--- src/hdl/bdq_pkg.sv ---
// Package with the types, codes and default sizes of the deque unit.
`timescale 1ns / 1ps
`default_nettype none
package bdq_pkg;

  localparam int DEPTH_DEF       = 32;
  localparam int VALUE_WIDTH_DEF = 32;
  localparam int MODE_W          = 4;
  localparam int KIND_W          = 3;
  localparam int COUNT_W         = 6;
  localparam int ELEM_W          = 32;

  typedef enum logic [MODE_W-1:0] {
    MODE_PUSH_FRONT = 4'd0,
    MODE_PUSH_BACK  = 4'd1,
    MODE_POP_FRONT  = 4'd2,
    MODE_POP_BACK   = 4'd3,
    MODE_CLEAR      = 4'd4,
    MODE_DELETE     = 4'd5,
    MODE_LIST_ALL   = 4'd6,
    MODE_LIST_FIRST = 4'd7,
    MODE_LIST_LAST  = 4'd8
  } mode_t;

  typedef enum logic [KIND_W-1:0] {
    KIND_ELEMENT = 3'd0,
    KIND_EMPTY   = 3'd1,
    KIND_CLEARED = 3'd2,
    KIND_BLANK   = 3'd3,
    KIND_FULL    = 3'd4
  } kind_t;

  typedef enum logic [2:0] {
    ST_IDLE = 3'b001,
    ST_LIST = 3'b010,
    ST_DEL  = 3'b100
  } state_t;

  // Operation broadcast to every cell of the chain.
  typedef struct packed {
    logic shr;
    logic shl;
    logic app;
    logic del;
  } cell_ctl_t;

endpackage
`default_nettype wire

--- src/hdl/bdq_cell.sv ---
// One storage cell of the deque chain, holding the entry at a fixed position.
`timescale 1ns / 1ps
`default_nettype none
module bdq_cell #(
  parameter int VW  = bdq_pkg::VALUE_WIDTH_DEF,
  parameter int CW  = 6,
  parameter int IDX = 0
) (
  input  wire logic                clk,
  input  wire bdq_pkg::cell_ctl_t  ctl,
  input  wire logic [CW-1:0]       cnt,
  input  wire logic signed [VW-1:0] push_word,
  input  wire logic signed [VW-1:0] del_word,
  input  wire logic signed [VW-1:0] left_word,
  input  wire logic signed [VW-1:0] right_word,
  input  wire logic                shift_in,
  output logic                     shift_out,
  output logic signed [VW-1:0]     word
);

  logic signed [VW-1:0] word_r;
  logic signed [VW-1:0] word_nxt;
  logic                 in_use;
  logic                 match;

  assign in_use    = CW'(IDX) < cnt;
  assign match     = in_use && (word_r == del_word);
  assign shift_out = shift_in || match;
  assign word      = word_r;

  always_comb begin
    word_nxt = word_r;
    if (ctl.shr) begin
      word_nxt = left_word;
    end else if (ctl.shl) begin
      word_nxt = right_word;
    end else if (ctl.app && (cnt == CW'(IDX))) begin
      word_nxt = push_word;
    end else if (ctl.del && shift_out) begin
      word_nxt = right_word;
    end
  end

  always_ff @(posedge clk) begin
    word_r <= word_nxt;
  end

endmodule
`default_nettype wire

--- src/hdl/bounded_deque_with_value_delete_unit.sv ---
// Top level of the bounded deque with delete by value, built as a chain of cells.
// Push, pop and clear never leave idle; any notice appears on the cycle after the request.
// A listing keeps busy high while the chain rotates once around;
// elements leave one per cycle, each taken from the front cell and registered onto the outputs.
// Delete by value removes one match per cycle and returns to idle once no entry matches.
// Reset empties the deque and clears the strobe; entry contents stay undefined until written.
`timescale 1ns / 1ps
`default_nettype none
module bounded_deque_with_value_delete_unit #(
  parameter int DEPTH       = bdq_pkg::DEPTH_DEF,
  parameter int VALUE_WIDTH = bdq_pkg::VALUE_WIDTH_DEF
) (
  input  wire logic                               clk,
  input  wire logic                               rst_n,
  input  wire logic                               start,
  output logic                                    busy,
  input  wire logic [bdq_pkg::MODE_W-1:0]         in_mode,
  input  wire logic signed [bdq_pkg::ELEM_W-1:0]  in_value,
  input  wire logic [bdq_pkg::COUNT_W-1:0]        in_count,
  output logic                                    out_valid,
  output logic [bdq_pkg::KIND_W-1:0]              out_kind,
  output logic signed [bdq_pkg::ELEM_W-1:0]       out_element,
  output logic                                    out_last
);

  localparam int CW = $clog2(DEPTH + 1);
  localparam int IW = $clog2(DEPTH);

  bdq_pkg::state_t              state_r, state_nxt;
  logic [CW-1:0]                cnt_r, cnt_nxt;
  logic [IW-1:0]                k_r, k_nxt;
  logic [IW-1:0]                lo_r, lo_nxt;
  logic [IW-1:0]                hi_r, hi_nxt;
  logic signed [VALUE_WIDTH-1:0] del_word_r, del_word_nxt;

  logic                         out_valid_r, out_valid_nxt;
  logic [bdq_pkg::KIND_W-1:0]   out_kind_r, out_kind_nxt;
  logic signed [bdq_pkg::ELEM_W-1:0] out_element_r, out_element_nxt;
  logic                         out_last_r, out_last_nxt;

  bdq_pkg::cell_ctl_t           ctl;
  logic signed [VALUE_WIDTH-1:0] in_word;
  logic signed [VALUE_WIDTH-1:0] cell_word [DEPTH];
  logic [DEPTH:0]               sh;
  logic                         any_match;
  logic [CW-1:0]                n_sat;
  logic [CW-1:0]                n_sel;
  logic [CW-1:0]                n_list;
  logic [CW-1:0]                lo_list;

  assign in_word   = VALUE_WIDTH'(in_value);
  assign sh[0]     = 1'b0;
  assign any_match = sh[DEPTH];

  genvar gi;
  generate
    for (gi = 0; gi < DEPTH; gi++) begin : g_cell
      logic signed [VALUE_WIDTH-1:0] left_w;
      logic signed [VALUE_WIDTH-1:0] right_w;
      if (gi == 0) begin : g_first
        assign left_w = in_word;
      end else begin : g_mid_l
        assign left_w = cell_word[gi-1];
      end
      if (gi == DEPTH - 1) begin : g_end
        assign right_w = cell_word[0];
      end else begin : g_mid_r
        assign right_w = cell_word[gi+1];
      end
      bdq_cell #(
        .VW  (VALUE_WIDTH),
        .CW  (CW),
        .IDX (gi)
      ) u_cell (
        .clk        (clk),
        .ctl        (ctl),
        .cnt        (cnt_r),
        .push_word  (in_word),
        .del_word   (del_word_r),
        .left_word  (left_w),
        .right_word (right_w),
        .shift_in   (sh[gi]),
        .shift_out  (sh[gi+1]),
        .word       (cell_word[gi])
      );
    end
  endgenerate

  always_comb begin
    if (int'(in_count) > DEPTH) begin
      n_sat = CW'(DEPTH);
    end else begin
      n_sat = CW'(in_count);
    end
    n_sel = (n_sat < cnt_r) ? n_sat : cnt_r;
  end

  always_comb begin
    state_nxt       = state_r;
    cnt_nxt         = cnt_r;
    k_nxt           = k_r;
    lo_nxt          = lo_r;
    hi_nxt          = hi_r;
    del_word_nxt    = del_word_r;
    ctl             = '0;
    out_valid_nxt   = 1'b0;
    out_kind_nxt    = bdq_pkg::KIND_ELEMENT;
    out_element_nxt = '0;
    out_last_nxt    = 1'b0;
    n_list          = cnt_r;
    lo_list         = '0;

    case (state_r)
      bdq_pkg::ST_IDLE: begin
        if (start) begin
          case (in_mode)
            bdq_pkg::MODE_PUSH_FRONT, bdq_pkg::MODE_PUSH_BACK: begin
              if (cnt_r == CW'(DEPTH)) begin
                out_valid_nxt = 1'b1;
                out_kind_nxt  = bdq_pkg::KIND_FULL;
                out_last_nxt  = 1'b1;
              end else begin
                ctl.shr = (in_mode == bdq_pkg::MODE_PUSH_FRONT);
                ctl.app = (in_mode == bdq_pkg::MODE_PUSH_BACK);
                cnt_nxt = cnt_r + 1'b1;
              end
            end
            bdq_pkg::MODE_POP_FRONT, bdq_pkg::MODE_POP_BACK: begin
              if (cnt_r == '0) begin
                out_valid_nxt = 1'b1;
                out_kind_nxt  = bdq_pkg::KIND_EMPTY;
                out_last_nxt  = 1'b1;
              end else begin
                ctl.shl = (in_mode == bdq_pkg::MODE_POP_FRONT);
                cnt_nxt = cnt_r - 1'b1;
              end
            end
            bdq_pkg::MODE_CLEAR: begin
              out_valid_nxt = 1'b1;
              out_last_nxt  = 1'b1;
              if (cnt_r == '0) begin
                out_kind_nxt = bdq_pkg::KIND_EMPTY;
              end else begin
                out_kind_nxt = bdq_pkg::KIND_CLEARED;
                cnt_nxt      = '0;
              end
            end
            bdq_pkg::MODE_DELETE: begin
              del_word_nxt = in_word;
              state_nxt    = bdq_pkg::ST_DEL;
            end
            bdq_pkg::MODE_LIST_ALL, bdq_pkg::MODE_LIST_FIRST,
            bdq_pkg::MODE_LIST_LAST: begin
              if (in_mode != bdq_pkg::MODE_LIST_ALL) begin
                n_list = n_sel;
              end
              if (in_mode == bdq_pkg::MODE_LIST_LAST) begin
                lo_list = cnt_r - n_sel;
              end
              if (cnt_r == '0) begin
                out_valid_nxt = 1'b1;
                out_kind_nxt  = bdq_pkg::KIND_EMPTY;
                out_last_nxt  = 1'b1;
              end else if (n_list == '0) begin
                out_valid_nxt = 1'b1;
                out_kind_nxt  = bdq_pkg::KIND_BLANK;
                out_last_nxt  = 1'b1;
              end else begin
                k_nxt     = '0;
                lo_nxt    = IW'(lo_list);
                hi_nxt    = IW'(lo_list + n_list - 1'b1);
                state_nxt = bdq_pkg::ST_LIST;
              end
            end
            default: begin
            end
          endcase
        end
      end
      bdq_pkg::ST_LIST: begin
        ctl.shl = 1'b1;
        k_nxt   = k_r + 1'b1;
        if ((k_r >= lo_r) && (k_r <= hi_r)) begin
          out_valid_nxt   = 1'b1;
          out_kind_nxt    = bdq_pkg::KIND_ELEMENT;
          out_element_nxt = bdq_pkg::ELEM_W'(cell_word[0]);
          out_last_nxt    = (k_r == hi_r);
        end
        if (k_r == IW'(DEPTH - 1)) begin
          state_nxt = bdq_pkg::ST_IDLE;
        end
      end
      bdq_pkg::ST_DEL: begin
        ctl.del = 1'b1;
        if (any_match) begin
          cnt_nxt = cnt_r - 1'b1;
        end else begin
          state_nxt = bdq_pkg::ST_IDLE;
        end
      end
      default: begin
        state_nxt = bdq_pkg::ST_IDLE;
      end
    endcase
  end

  always_ff @(posedge clk) begin
    if (!rst_n) begin
      state_r     <= bdq_pkg::ST_IDLE;
      cnt_r       <= '0;
      out_valid_r <= 1'b0;
    end else begin
      state_r     <= state_nxt;
      cnt_r       <= cnt_nxt;
      out_valid_r <= out_valid_nxt;
    end
  end

  always_ff @(posedge clk) begin
    k_r           <= k_nxt;
    lo_r          <= lo_nxt;
    hi_r          <= hi_nxt;
    del_word_r    <= del_word_nxt;
    out_kind_r    <= out_kind_nxt;
    out_element_r <= out_element_nxt;
    out_last_r    <= out_last_nxt;
  end

  assign busy        = (state_r != bdq_pkg::ST_IDLE);
  assign out_valid   = out_valid_r;
  assign out_kind    = out_kind_r;
  assign out_element = out_element_r;
  assign out_last    = out_last_r;

endmodule
`default_nettype wire

--- config.mk ---
export PLATFORM = sky130hd
export DESIGN_NAME = bounded_deque_with_value_delete_unit
export DESIGN_NICKNAME = d
export VERILOG_FILES = /design/src/hdl/bdq_pkg.sv /design/src/hdl/bdq_cell.sv /design/src/hdl/bounded_deque_with_value_delete_unit.sv
export SDC_FILE = /design/constraint.sdc
export NUM_CORES = 2
export LEC_CHECK = 0
export BUFFER_PORTS_ARGS = -buffer_cell sky130_fd_sc_hd__buf_4
export CORE_ASPECT_RATIO = 0.7
export CORE_MARGIN = 3
export CORE_UTILIZATION = 26
export CTS_CLUSTER_DIAMETER = 30
export DETAILED_ROUTE_END_ITERATION = 10
export PLACE_DENSITY_LB_ADDON = 0.08
export SYNTH_ARGS = -nofsm -noshare
export SYNTH_HDL_FRONTEND = slang
export SYNTH_SLANG_ARGS = --single-unit
export TNS_END_PERCENT = 10
--- constraint.sdc ---
create_clock -name clk -period 5.15 [get_ports clk]
set_input_delay 1.03 -clock clk [delete_from_list [all_inputs] [get_ports clk]]
set_output_delay 1.03 -clock clk [all_outputs]
set_load 0.05 [all_outputs]
==> out/metrics.yaml <==
synthToLayoutAreaGrowth_pct: 24.1
detail-route-antenna-nets: 0
crit_top_cell: "buf_4"
timing.final.crit_share_pct: 94.5
dpl.hpwl_um: 263000
fin_cells: 10700
post_cts_resized: 0
critPathMaxFanout: 17
synth_ff_type: "edfxtp_1"
die_area_mm2: 0.273
synth_area_per_cell_um2: 10.1
cts_setup_buffers: 0
skew_ps: 55.5
switching_share_pct: 23.3
grtUsageTotal_pct: 26.8
ios: 83
grt_pass1_wl_um: 507000
synth_compound_area_share_pct: 9.71
hold_violations: 0
hold_buffers: 0
setup_tns_ps: 0
synth_cells: 6855
synth_adder_area_share_pct: 0.636
fin_hold_ws_ps: 530
status: "finished, final reports clean"
insertion_delay_ps: 860
crit_path_top_delay_cell: "o31ai_1"
vdd_drop_max_v: 0.000241
synth_edf_count: 1071
combPwrFrac_pct: 3.9
slowest_delay_ps: 700
power_switching_mw: 7.52
synth-seq-area-share_pct: 47.8
cts_sinks: 1117
detailedRoute.firstIterationViolations: 7893
static-leakage-power_nw: 35.2
slew_viol_final: 0
power_mw: 32.3
power_density_mw_per_mm2: 376
die_h_um: 438
worstSetupPathType: "flip-flop to flip-flop"
grt_pass1_vias: 57200
slew_headroom_pct: 9.52
wl_um: 379000
tightestPinTransition_ps: 1340
grt.overflow.total: 0
cp-start-kind: "flip-flop"
final_common_cell: "nor2_1"
clockBufferDepth: 4
synthSimpleGateAreaFrac_pct: 12.1
layout_common_cells: "1,211 x nor2_1, 1,187 x a21oi_1, 1,071 x edfxtp_1, 828 x mux2i_1, 531 x xnor2_1"
p_clk_share_pct: 64.6
placed_cells: 10100
crit_chain: "buf_4 > clkinv_1 > buf_4 > nand2_1 > a31oi_1 > nor4_1 > buf_4 > nor3_2 > or4b_1 > or3_1 > o31ai_1 > nand4_1 > buf_12"
finalSetupViolCount: 0
cts_made_buffers: 342
clk_pin_slew_ps: 40
ys_types: 73
synth_mux_area_share_pct: 12.5
hp-class: "input port to flip-flop"
cap_violations: 0
io_buffers: 82
coreArea_mm2: 0.263
highest_layer: "met5"
place.gp.congestion: 0.879
synth.ff_latch_count: 1117
yosysWarnings: 0
htreeDepth: 5
synth_xor_area_share_pct: 13.0
root_buffer: "clkbuf_16"
cp_data_required_time_ps: 5730
start_util_pct: 26.3
final_core_util_pct: 32.6
dr.pass1.iters: 6
drc: 0
num_vias: 58800
wl_met3_um: 33000
syn_nets: 6934
grt_setup_unrepaired: "no"
intPower_mw: 24.8
synth_top_family_by_area: "XOR/XNOR gates"
max_clock_freq_mhz: 206
num_rows: 157
via_per_inst: 5.47
nets: 7038
endpoint_kind: "flip-flop"
antenna_found_initial: 22
ys_async_sr_fraction_pct: 0
grt_max_degree: 205
cp_data_arrival_time_ps: 5450
met2_length_um: 153000
drive_gt1_share_pct: 13.1
seqPwrFrac_pct: 31.5
wl_per_cell_um: 35.3
final.min_clock_period_ps: 4870
synth.cell_area_mm2: 0.0692
fp.dieW_um: 623
drt-met1-wl_um: 184000
cts_tree: "done"
[routing by layer]
metal | vias to the layer above | track usage [%]
met5 | - | 0
li1 | 24900 | -
met1 | 30500 | 41.4
met2 | 2887 | 37.6
met4 | 2 | 5.96
met3 | 481 | 5.56
[final cells by class]
type | instances | area, um2
fillers | 27200 | 177000
clock buffers | 405 | 9140
clock inverters | 214 | 2130
inverters | 39 | 146
flip-flops and latches | 1117 | 33100
repair buffers | 361 | 3570
diodes | 13 | 32.5
well taps | 3498 | 4380
multi-input cells | 5098 | 33400
[registers in the layout, summed over array words and instances, names as in the netlist]
signal / flops
g_cell.u_cell.word: 1024
del_word_r: 32
out_element: 32
cnt_r: 6
hi_r: 5
k_r: 5
lo_r: 5
out_kind: 3
state_r: 3
out_last: 1
out_valid: 1
[power groups by stage]
stage,combinational (mW),sequential [mW],clock (mW)
3_3_place_gp,1.24,10.3,0
4_1_cts,1.25,10.2,21.2
6_report,1.27,10.2,20.9
2_1_floorplan,0.614,10.3,0
5_1_grt,1.31,10.2,21.7
3_5_place_dp,1.24,10.3,0
[cells by family after synthesis]
logic type / count (synthesis)
AO/OA/AOI/OAI: 1300
XOR/XNOR: 1031
adder cells (fa/ha/maj): 34
buffers and inverters: 640
flip-flops: 1117
multiplexers: 860
AND/OR/NAND/NOR: 1873
[worst paths after layout]
check,slack (ps),cells past startpoint,endpoint,startpoint
worst max register to register,280,13,g_cell[31].u_cell.word[20],cnt_r[5]
worst min-delay path,530,2,out_kind[2],in_mode[1]
worst min register to register,640,1,g_cell[0].u_cell.word[18],g_cell[1].u_cell.word[18]
worst max-delay path,280,13,g_cell[31].u_cell.word[20],cnt_r[5]
[critical path, delay by kind of cell (launching register included)]
kind / cells / cell delay [ps]
buf+inv: 5 / 930
simple gates: 6 / 2090
flops: 1 / 310
compound gates: 2 / 1250
[synth_stat cells, drive strengths merged, types with 37 or more instances]
master | n | share of area, %
and2 | 39 | 0.35
clkbuf | 400 | 2.2
xor2 | 500 | 6.3
mux2i | 828 | 12
dfxtp | 46 | 1.3
xnor2 | 531 | 6.7
nor3 | 47 | 0.35
edfxtp | 1071 | 46
a21oi | 1188 | 8.6
nand4 | 170 | 1.5
inv | 37 | 0.20
o21ai | 41 | 0.30
nand3 | 76 | 0.55
nor2 | 1213 | 6.6
nor4 | 142 | 1.3
nand2 | 108 | 0.59
buf | 201 | 1.8
[stage by stage]
stage               cell area [um2]  worst slack, ps
finish                        85900              284
global route                  85900              138
CTS                           85900              217
detailed placement            74600              212
global placement              74600            -14.6
floorplan                     69200              362
No activity file was read; power rests on OpenSTA's default activity.
